===== src/rtl/faim_pkg.sv =====
`timescale 1ns / 1ps
// ----------------------------------------------------------------------------
// faim_pkg
// shared types and constants of the frame address index map unit
// ----------------------------------------------------------------------------
package faim_pkg;

  localparam int unsigned MODE_W   = 2;
  localparam int unsigned SLOT_W   = 8;
  localparam int unsigned LIMIT_W  = 7;
  localparam int unsigned FADDR_W  = 24;
  localparam int unsigned INDEX_W  = 15;
  localparam int unsigned RADDR_W  = 17;
  localparam int unsigned MAJOR_W  = 8;

  // item modes
  localparam logic [MODE_W-1:0] MODE_LOAD = 2'd0;
  localparam logic [MODE_W-1:0] MODE_FWD  = 2'd1;
  localparam logic [MODE_W-1:0] MODE_INV  = 2'd2;

  // tag that sits above major and minor in a frame address
  localparam logic [FADDR_W-1:0] UPPER_TAG = 24'd3;

  typedef struct packed {
    logic [MODE_W-1:0]  mode;
    logic [SLOT_W-1:0]  table_slot;
    logic [LIMIT_W-1:0] limit_value;
    logic [FADDR_W-1:0] frame_address;
    logic [INDEX_W-1:0] linear_index;
  } faim_in_t;

  typedef struct packed {
    logic [INDEX_W-1:0] index_out;
    logic [RADDR_W-1:0] address_out;
    logic [MAJOR_W-1:0] major_out;
    logic               addr_valid;
    logic               in_range;
  } faim_out_t;

  // controller to datapath
  typedef struct packed {
    logic start;   // capture item, write table on load
    logic rd;      // issue table read at walk pointer
    logic finish;  // capture result
    logic emit;    // move result to output register
  } faim_cmd_t;

  // datapath to controller
  typedef struct packed {
    logic imm;       // item needs no table walk
    logic hit;       // walk ends on the entry in hand
    logic out_free;  // output register can take a beat
  } faim_sts_t;

endpackage


===== src/rtl/faim_ctrl.sv =====
`timescale 1ns / 1ps
// ----------------------------------------------------------------------------
// faim_ctrl
// sequencer for accept, table walk, result hold and output hand-off
// ----------------------------------------------------------------------------
module faim_ctrl import faim_pkg::*; (
  input  logic      clk_i,
  input  logic      rst_ni,
  input  logic      in_valid_i,
  output logic      in_stall_o,
  input  faim_sts_t sts_i,
  output faim_cmd_t cmd_o
);

  localparam logic [1:0] S_IDLE = 2'd0;
  localparam logic [1:0] S_WALK = 2'd1;
  localparam logic [1:0] S_HOLD = 2'd2;

  logic [1:0] state_q, state_d;

  always_comb begin
    state_d = state_q;
    cmd_o   = '0;
    unique case (state_q)
      S_IDLE: begin
        if (in_valid_i) begin
          cmd_o.start = 1'b1;
          state_d     = S_WALK;
        end
      end
      S_WALK: begin
        cmd_o.rd = 1'b1;
        if (sts_i.imm || sts_i.hit) begin
          cmd_o.finish = 1'b1;
          state_d      = S_HOLD;
        end
      end
      S_HOLD: begin
        if (sts_i.out_free) begin
          cmd_o.emit = 1'b1;
          state_d    = S_IDLE;
        end
      end
      default: begin
        state_d = S_IDLE;
      end
    endcase
  end

  assign in_stall_o = (state_q != S_IDLE);

  always_ff @(posedge clk_i or negedge rst_ni) begin
    if (!rst_ni) begin
      state_q <= S_IDLE;
    end else begin
      state_q <= state_d;
    end
  end

endmodule


===== src/rtl/faim_datapath.sv =====
`timescale 1ns / 1ps
// ----------------------------------------------------------------------------
// faim_datapath
// limit table, walk pointer, running sum and remainder, result registers
// ----------------------------------------------------------------------------
module faim_datapath import faim_pkg::*; #(
  parameter int unsigned NUM_MAJORS = 256,
  parameter int unsigned MINOR_BITS = 7
) (
  input  logic      clk_i,
  input  logic      rst_ni,
  input  faim_cmd_t cmd_i,
  output faim_sts_t sts_o,
  input  faim_in_t  in_data_i,
  output logic      out_valid_o,
  input  logic      out_stall_i,
  output faim_out_t out_data_o
);

  localparam int unsigned IdxW    = (NUM_MAJORS > 1) ? $clog2(NUM_MAJORS) : 1;
  localparam logic [IdxW-1:0] LastIdx = IdxW'(NUM_MAJORS - 1);

  // limit table
  logic [MINOR_BITS-1:0] mem [NUM_MAJORS];
  logic [NUM_MAJORS-1:0] valid_q;
  logic                  we;
  logic [IdxW-1:0]       waddr;
  logic [MINOR_BITS-1:0] rd_q;
  logic                  rv_q;

  // item and walk state
  logic [MODE_W-1:0]     mode_q;
  logic [MAJOR_W-1:0]    major_q;
  logic [MINOR_BITS-1:0] minor_q;
  logic                  upper_ok_q;
  logic [INDEX_W-1:0]    sum_q, sum_d;
  logic [INDEX_W-1:0]    rem_q, rem_d;
  logic [IdxW-1:0]       cnt_q;
  logic [IdxW-1:0]       pidx_q;
  logic                  pv_q;

  logic [MINOR_BITS-1:0] lim;
  logic [INDEX_W-1:0]    lim_inc;
  logic                  at_major;
  logic                  at_last;
  logic                  fits;
  logic                  hit;
  faim_out_t             res_d, res_q, out_q;
  logic                  out_valid_q;

  assign we    = cmd_i.start && (in_data_i.mode == MODE_LOAD) &&
                 ({1'b0, in_data_i.table_slot} < 9'(NUM_MAJORS));
  assign waddr = in_data_i.table_slot[IdxW-1:0];

  always_ff @(posedge clk_i) begin
    if (we) begin
      mem[waddr] <= in_data_i.limit_value[MINOR_BITS-1:0];
    end
    if (cmd_i.rd) begin
      rd_q <= mem[cnt_q];
      rv_q <= valid_q[cnt_q];
    end
  end

  always_ff @(posedge clk_i or negedge rst_ni) begin
    if (!rst_ni) begin
      valid_q <= '0;
    end else if (we) begin
      valid_q[waddr] <= 1'b1;
    end
  end

  // entry in hand, never-written entries read as zero
  always_comb begin
    lim      = rv_q ? rd_q : '0;
    lim_inc  = INDEX_W'(lim) + INDEX_W'(1);
    at_major = ({1'b0, major_q} == 9'(pidx_q));
    at_last  = (pidx_q == LastIdx);
    fits     = (rem_q <= INDEX_W'(lim));

    sum_d = sum_q;
    rem_d = rem_q;
    if (pv_q && !at_major) begin
      sum_d = sum_q + lim_inc;
    end
    if (pv_q && !fits) begin
      rem_d = rem_q - lim_inc;
    end

    hit   = 1'b0;
    res_d = '0;
    case (mode_q)
      MODE_FWD: begin
        hit              = pv_q && (at_major || at_last);
        res_d.index_out  = sum_d;
        res_d.major_out  = major_q;
        res_d.addr_valid = at_major && (minor_q <= lim) && upper_ok_q;
      end
      MODE_INV: begin
        hit = pv_q && (fits || at_last);
        if (fits) begin
          res_d.address_out = (RADDR_W'(3) << (MINOR_BITS + 8)) |
                              (RADDR_W'(pidx_q) << MINOR_BITS) |
                              RADDR_W'(rem_q[MINOR_BITS-1:0]);
          res_d.major_out   = MAJOR_W'(pidx_q);
          res_d.in_range    = 1'b1;
        end
      end
      default: begin
        hit = 1'b0;
      end
    endcase
  end

  assign sts_o.imm      = !((mode_q == MODE_FWD) || (mode_q == MODE_INV));
  assign sts_o.hit      = hit;
  assign sts_o.out_free = !out_valid_q || !out_stall_i;

  // item capture and walk registers
  always_ff @(posedge clk_i) begin
    if (cmd_i.start) begin
      mode_q     <= in_data_i.mode;
      major_q    <= in_data_i.frame_address[MINOR_BITS +: MAJOR_W];
      minor_q    <= in_data_i.frame_address[MINOR_BITS-1:0];
      upper_ok_q <= ((in_data_i.frame_address >> (MINOR_BITS + 8)) == UPPER_TAG);
      sum_q      <= INDEX_W'(in_data_i.frame_address[MINOR_BITS-1:0]);
      rem_q      <= in_data_i.linear_index;
    end else begin
      sum_q <= sum_d;
      rem_q <= rem_d;
    end
    if (cmd_i.rd) begin
      pidx_q <= cnt_q;
    end
    if (cmd_i.finish) begin
      res_q <= res_d;
    end
    if (cmd_i.emit) begin
      out_q <= res_q;
    end
  end

  always_ff @(posedge clk_i or negedge rst_ni) begin
    if (!rst_ni) begin
      cnt_q       <= '0;
      pv_q        <= 1'b0;
      out_valid_q <= 1'b0;
    end else begin
      if (cmd_i.start) begin
        cnt_q <= '0;
      end else if (cmd_i.rd && (cnt_q != LastIdx)) begin
        cnt_q <= cnt_q + IdxW'(1);
      end
      pv_q <= cmd_i.rd && !cmd_i.start;
      if (cmd_i.emit) begin
        out_valid_q <= 1'b1;
      end else if (!out_stall_i) begin
        out_valid_q <= 1'b0;
      end
    end
  end

  assign out_valid_o = out_valid_q;
  assign out_data_o  = out_q;

endmodule


===== src/rtl/frame_address_index_map_unit.sv =====
`timescale 1ns / 1ps
// ----------------------------------------------------------------------------
// frame_address_index_map_unit
// maps frame addresses to dense indices and back through a table of minor
// limits per major group
// ----------------------------------------------------------------------------
// flow: load and unused mode beats finish without a table walk; forward beats
//   walk up to their major, inverse beats up to the entry holding the index
// throughput: one beat in flight; the table walk reads at most NUM_MAJORS
//   entries, one per cycle, from the single read port
// reset: asynchronous, active low; every table entry reads as zero afterwards
//   (per-entry valid bits), no clearing pass, the block takes beats at once
// ----------------------------------------------------------------------------
module frame_address_index_map_unit import faim_pkg::*; #(
  parameter int unsigned NUM_MAJORS = 256,
  parameter int unsigned MINOR_BITS = 7
) (
  input  logic      clk_i,
  input  logic      rst_ni,
  input  logic      in_valid_i,
  output logic      in_stall_o,
  input  faim_in_t  in_data_i,
  output logic      out_valid_o,
  input  logic      out_stall_i,
  output faim_out_t out_data_o
);

  // command and status between sequencer and datapath
  faim_cmd_t cmd;
  faim_sts_t sts;

  // sequencer: idle -> walk (one table entry per cycle) -> hold until the
  // output register is free
  faim_ctrl u_ctrl (
    .clk_i      (clk_i),
    .rst_ni     (rst_ni),
    .in_valid_i (in_valid_i),
    .in_stall_o (in_stall_o),
    .sts_i      (sts),
    .cmd_o      (cmd)
  );

  // table, walk arithmetic and output register
  faim_datapath #(
    .NUM_MAJORS (NUM_MAJORS),
    .MINOR_BITS (MINOR_BITS)
  ) u_datapath (
    .clk_i       (clk_i),
    .rst_ni      (rst_ni),
    .cmd_i       (cmd),
    .sts_o       (sts),
    .in_data_i   (in_data_i),
    .out_valid_o (out_valid_o),
    .out_stall_i (out_stall_i),
    .out_data_o  (out_data_o)
  );

endmodule

===== config.mk =====
export PLATFORM = sky130hd
export DESIGN_NAME = frame_address_index_map_unit
export DESIGN_NICKNAME = d
export VERILOG_FILES = /design/src/rtl/faim_pkg.sv /design/src/rtl/faim_ctrl.sv /design/src/rtl/faim_datapath.sv /design/src/rtl/frame_address_index_map_unit.sv
export SDC_FILE = /design/constraint.sdc
export NUM_CORES = 2
export LEC_CHECK = 0
export BUFFER_PORTS_ARGS = -buffer_cell sky130_fd_sc_hd__clkbuf_2
export CAP_MARGIN = 20
export CORE_MARGIN = 4
export CORE_UTILIZATION = 40
export CTS_CLUSTER_DIAMETER = 150
export DETAILED_ROUTE_END_ITERATION = 10
export HOLD_SLACK_MARGIN = 0.15
export PLACE_DENSITY = 0.63
export SKIP_CTS_REPAIR_TIMING = 1
export SYNTH_ARGS = -nofsm -noshare
export SYNTH_HDL_FRONTEND = slang
export SYNTH_SLANG_ARGS = --single-unit

===== constraint.sdc =====
create_clock -name clk_i -period 7.6 [get_ports clk_i]
set_input_delay 1.14 -clock clk_i [delete_from_list [all_inputs] [get_ports clk_i]]
set_output_delay 1.14 -clock clk_i [all_outputs]
set_load 0.01 [all_outputs]

* Word-level counts from Yosys, hierarchy flattened
Memory sizes are Yosys's and may differ from the RTL's. A register that Yosys moved wholly into a read port is not among the register bits.
Cells that the tools add are included.
** Word-level totals
- Bits in writable memories :: 1792
- Word-level logic and storage cells :: 105
- Memories kept :: 1
- Register bits after elaboration :: 409
- Output and inout bits :: 44
** Operators by class
- Equality and inequality tests :: 12
- Bitwise operators :: 2
- Reductions and logical operators :: 28
- $lt $le $gt $ge :: 5
- Add/subtract/negate cells :: 4
- Multiplexer cells :: 29
** Memories
- u_datapath.mem :: depth 256, width 7, rd ports 1, clocked after Yosys merged registers in 1, wr ports 1, line faim_datapath.sv:24 : logic [MINOR_BITS-1:0] mem [NUM_MAJORS];
** Operators with widths (number)
- $or 256x256->256 :: 1
- $mux 15 :: 3
- $mux 8 :: 3
- $lt 8x9->1 const B :: 2
- $or 17x7->17 :: 1
- $pmux 8 s2 :: 1
- $add 15x15->15 :: 1
- $le 15x7->1 :: 1
- $sub 15x15->15 :: 1
- $mux 7 :: 2
- $mux 1 :: 12
- $logic_and 1x1->1 :: 10
- $eq 9x2->1 const B :: 1
- $add 7x1->8 const B :: 1
- $add 8x1->8 const B :: 1
- $bmux 1 s8 :: 1
- $demux 1 s8 :: 1
- $eq 8x8->1 :: 1
- $eq 8x8->1 const B :: 1
- $ge 8x1->1 const B :: 1
- $mux 2 :: 4
- $ne 8x8->1 const B :: 1
- $le 7x7->1 :: 1
- $logic_not 1->1 :: 6
- 11 further kinds :: 22

* Longest topological paths before layout
- Word-level depth :: 11
- Gate-level depth with buffers :: 15
- Mapped depth without buffers :: 14

* Modules after synthesis
Synthesis repeated with hierarchy kept, for this count alone.
** Second synthesis, totals
- Cell total of the unflattened synthesis :: 4565
- Area total of the unflattened synthesis :: 87141.1 sq um
** By module, submodules not included
- faim_datapath :: times used 1, cells an instance 4551, area each 87012.2 sq um
- faim_ctrl :: times used 1, cells an instance 14, area each 128.9 sq um

* Worst setup path after synthesis
Ideal clock, no wire load.
- Path type :: flip-flop to flip-flop
- Start :: reg u_datapath.rv_q
- End :: reg u_datapath.res_q[0] in the netlist's numbering, enable pin
- Library setup time :: 439 ps
- Data arrival time :: 3809 ps
- Stages on the path, launching flop included :: 11
- Slack :: 3351 ps
- Clock period less this slack :: 4249 ps
- Path through :: edfxtp_1 -> clkbuf_1 -> nand2_1 -> ha_1 -> a21o_1 -> a21o_1 -> a211oi_1 -> o211a_1 -> o21a_1 -> nor2_1 -> nor2_1
** RTL lines
- from (decl) :: line faim_datapath.sv:29 : logic rv_q;
- from (signal assigned) :: line faim_datapath.sv:61 : rv_q <= valid_q[cnt_q];
- to (signal assigned) :: line faim_datapath.sv:136 : res_q <= res_d;
- to (decl) :: line faim_datapath.sv:48 : faim_out_t res_d, res_q, out_q;

==> metrics <==
Crit path arrival time=5490 ps; Worst EP required=between 8000 and 9000 ps; Routed WL=about 240000 um; row count=170; Design Power=about 31 mW; first-pass GRT wire length=around 340000 um; Die ar.=between 0.2 and 0.25 mm^2; grt met2 use=between 30 and 40%; Final Util=a little under half; Setup CP Type=reg2reg; largest net degree at the start of global routing=around 170; Worst-path clk slew=about 60 ps; Avg Cell Area, Syn=approximately 19 um^2; pwr dens=316 mW/mm^2; worst-skew pair later-pin latency=around 860 ps; Final TNS setup=0 ps; drt pass-1 iters=6; final worst path period share=between 60 and 70%; DRC viols=0; NumNets Final=~4900; Slew headroom=approximately 11%; Num CTS Buffers=208; H-tree Lvls=4; die width=between 400 and 500 um; met3 usage=about 5.6%; largest buffer count on any clock path=3; routed length per instance=30.2 um; unrepaired setup endpoints after global routing=false; RD Place Congestion=0.830; Worst Tran Pin Value=approximately 1300 ps; most common cell after layout, fill and taps aside=edfxtp_1; GR Util met1=between 30% and 40%; fmax=209 MHz; antenna viol nets, final=0; Starting Density=approximately two fifths; crit path max fanout=72; total number of yosys warnings=0; most frequent cells in the layout=edfxtp_1, mux4_2, nor2_1; VDD IR max=between 0.2 and 0.25 mV; antenna violations before repair=8; Via density=approximately 5.9; Distinct cells, synth=74; Root Driver=clkbuf_16; GRT Resource Usage Total=about a fifth; Synth Flop Type=edfxtp_1; CTS tree=done; status=complete, no violations; final hold violation count=0; post-synthesis register bit count=about 2200; die height=approximately 470 um; total number of vias=between 40000 and 50000; grt total ovfl=0; area of the core=roughly 0.22 mm^2; hold slack=between 200 and 300 ps; Post-Route Skew=approximately 50 ps; worst min-delay path class=in2async; Sink Count=between 2000 and 2500; startpoint types=flip-flop; ys async rst share=between 10% and 20%; Max Cap Viol=0; most crowded layer after global routing=met2; port bufs=103; Final setup viols=0; sequential-to-total area share from yosys stat=between 70% and 80%; final count of pins violating max slew=0; number of global-route vias before repair=45500; cell leakage power=~33 nW; crit path time final=~4800 ps; Mapped Cells=4614; io pins=104; EDFF count, synth=around 1900; syn nets=~4700; DR iter-0 viols=~5700; P&R area growth vs syn=12.1%; Cell Area, Synth=~0.087 mm^2; detailed placer's ending HPWL=roughly 140000 um; Worst setup EP type=flip-flop; layout cells sized above 1=between 20 and 30%
-- synth_stat cells, types with 18 or more instances --
master       n  area, um^2
a211oi_1    22         165
a21oi_1    122         611
a221oi_1    45         394
a22oi_1     64         480
and2_1      20         125
buf_2       64         320
buf_4       25         188
buf_6       37         417
clkbuf_1    91         342
dfrtp_1    268        6710
edfxtp_1  1923       57700
ha_1        35         438
inv_1       22        82.6
mux2i_1    186        1860
mux4_2     422        9500
nand2_1    141         529
nand3_1     63         315
nor2_1     343        1290
nor2b_1     43         269
nor3_1      21         105
o21ai_0     57         285
o221ai_1    18         158
o22ai_1     32         200
or2_2      260        1630
xnor2_1     21         184
xor2_1      20         175
-- sequential cells by signal, indices dropped and copies added, names as in the netlist, 2 cells and up --
register / count
u_datapath.rem_q: 15
u_datapath.minor_q: 7
u_datapath.res_q: 41
u_datapath.sum_q: 15
u_datapath.out_data_o: 41
u_ctrl.state_q: 2
u_datapath.mem: 1792
u_datapath.major_q: 8
u_datapath.pidx_q: 8
u_datapath.mode_q: 2
u_datapath.valid_q: 256
u_datapath.rd_q: 7
u_datapath.cnt_q: 8
-- area by class of cell --
cell class / count / area (um^2)
Fill cell: 18100 / 118000
Sequential cell: 2206 / 64800
Multi-Input combinational cell: 2140 / 20700
Clock buffer: 288 / 5820
Tap cell: 2838 / 3550
Timing Repair Buffer: 194 / 1500
Clock inverter: 108 / 1160
Inverter: 23 / 86.3
Antenna cell: 4 / 10.0
-- report_power, final --
part | total [mW] | internal (mW) | switching, mW
registers | 14.0 | 13.6 | 0.363
logic | 6.30 | 2.65 | 3.66
clock network | 10.6 | 6.05 | 4.54
total | 30.9 | 22.3 | 8.56
-- cells by family (layout without fill, tap and decap cells) --
family          Yosys count  count (layout)  synth area share, %
fa+ha+maj                37              37                0.549
compound gates          463             463                 3.59
xor+xnor                 41              41                0.413
flops                  2206            2206                 74.4
other cells               0               4                    0
buf+inv                 268             613                 1.94
mux                     636             636                 13.6
simple gates            963             963                 5.45
-- layer usage --
metal | part of all wire (%) | wire, um
met5 | 0.018 | 42
met4 | 2.9 | 6880
met3 | 11 | 25300
met2 | 45 | 105000
met1 | 41 | 97600
-- worst paths after layout --
kind	depth (start not counted)	slack [ps]	from	to
worst max-delay path	9	2830	u_datapath.cnt_q[0]$_DFFE_PN0P_	u_datapath.rd_q[4]$_DFFE_PP_
worst min-delay path	1	300	rst_ni	u_datapath.valid_q[146]$_DFFE_PN0P_
worst max register to register	9	2830	u_datapath.cnt_q[0]$_DFFE_PN0P_	u_datapath.rd_q[4]$_DFFE_PP_
worst min register to register	0	400	u_datapath.res_q[11]$_SDFFCE_PN0P_	u_datapath.out_data_o[11]$_DFFE_PP_
max in group asynchronous	2	5850	rst_ni	u_datapath.cnt_q[0]$_DFFE_PN0P_
min in group clk_i	0	400	u_datapath.res_q[11]$_SDFFCE_PN0P_	u_datapath.out_data_o[11]$_DFFE_PP_
-- critical path, cell delays in order (launching register included) --
cell	delay, ps
dfrtp_4	1020
buf_12	400
buf_12	460
nand2_1	690
o221ai_1	460
a211oi_1	150
a211oi_1	580
nor4_1	100
a311oi_1	520
or3_1	190
-- stage by stage --
step | cells | worst slack, ps | area (um^2)
floorplan | 4614 | 3350 | 87000
global placement | 7397 | 2600 | 90500
detailed placement | 7399 | 2530 | 90500
CTS | 7795 | 2730 | 97500
global route | 7800 | 2460 | 97600
finish | 7801 | 2830 | 97600
No activity file was read; power rests on OpenSTA's default activity.
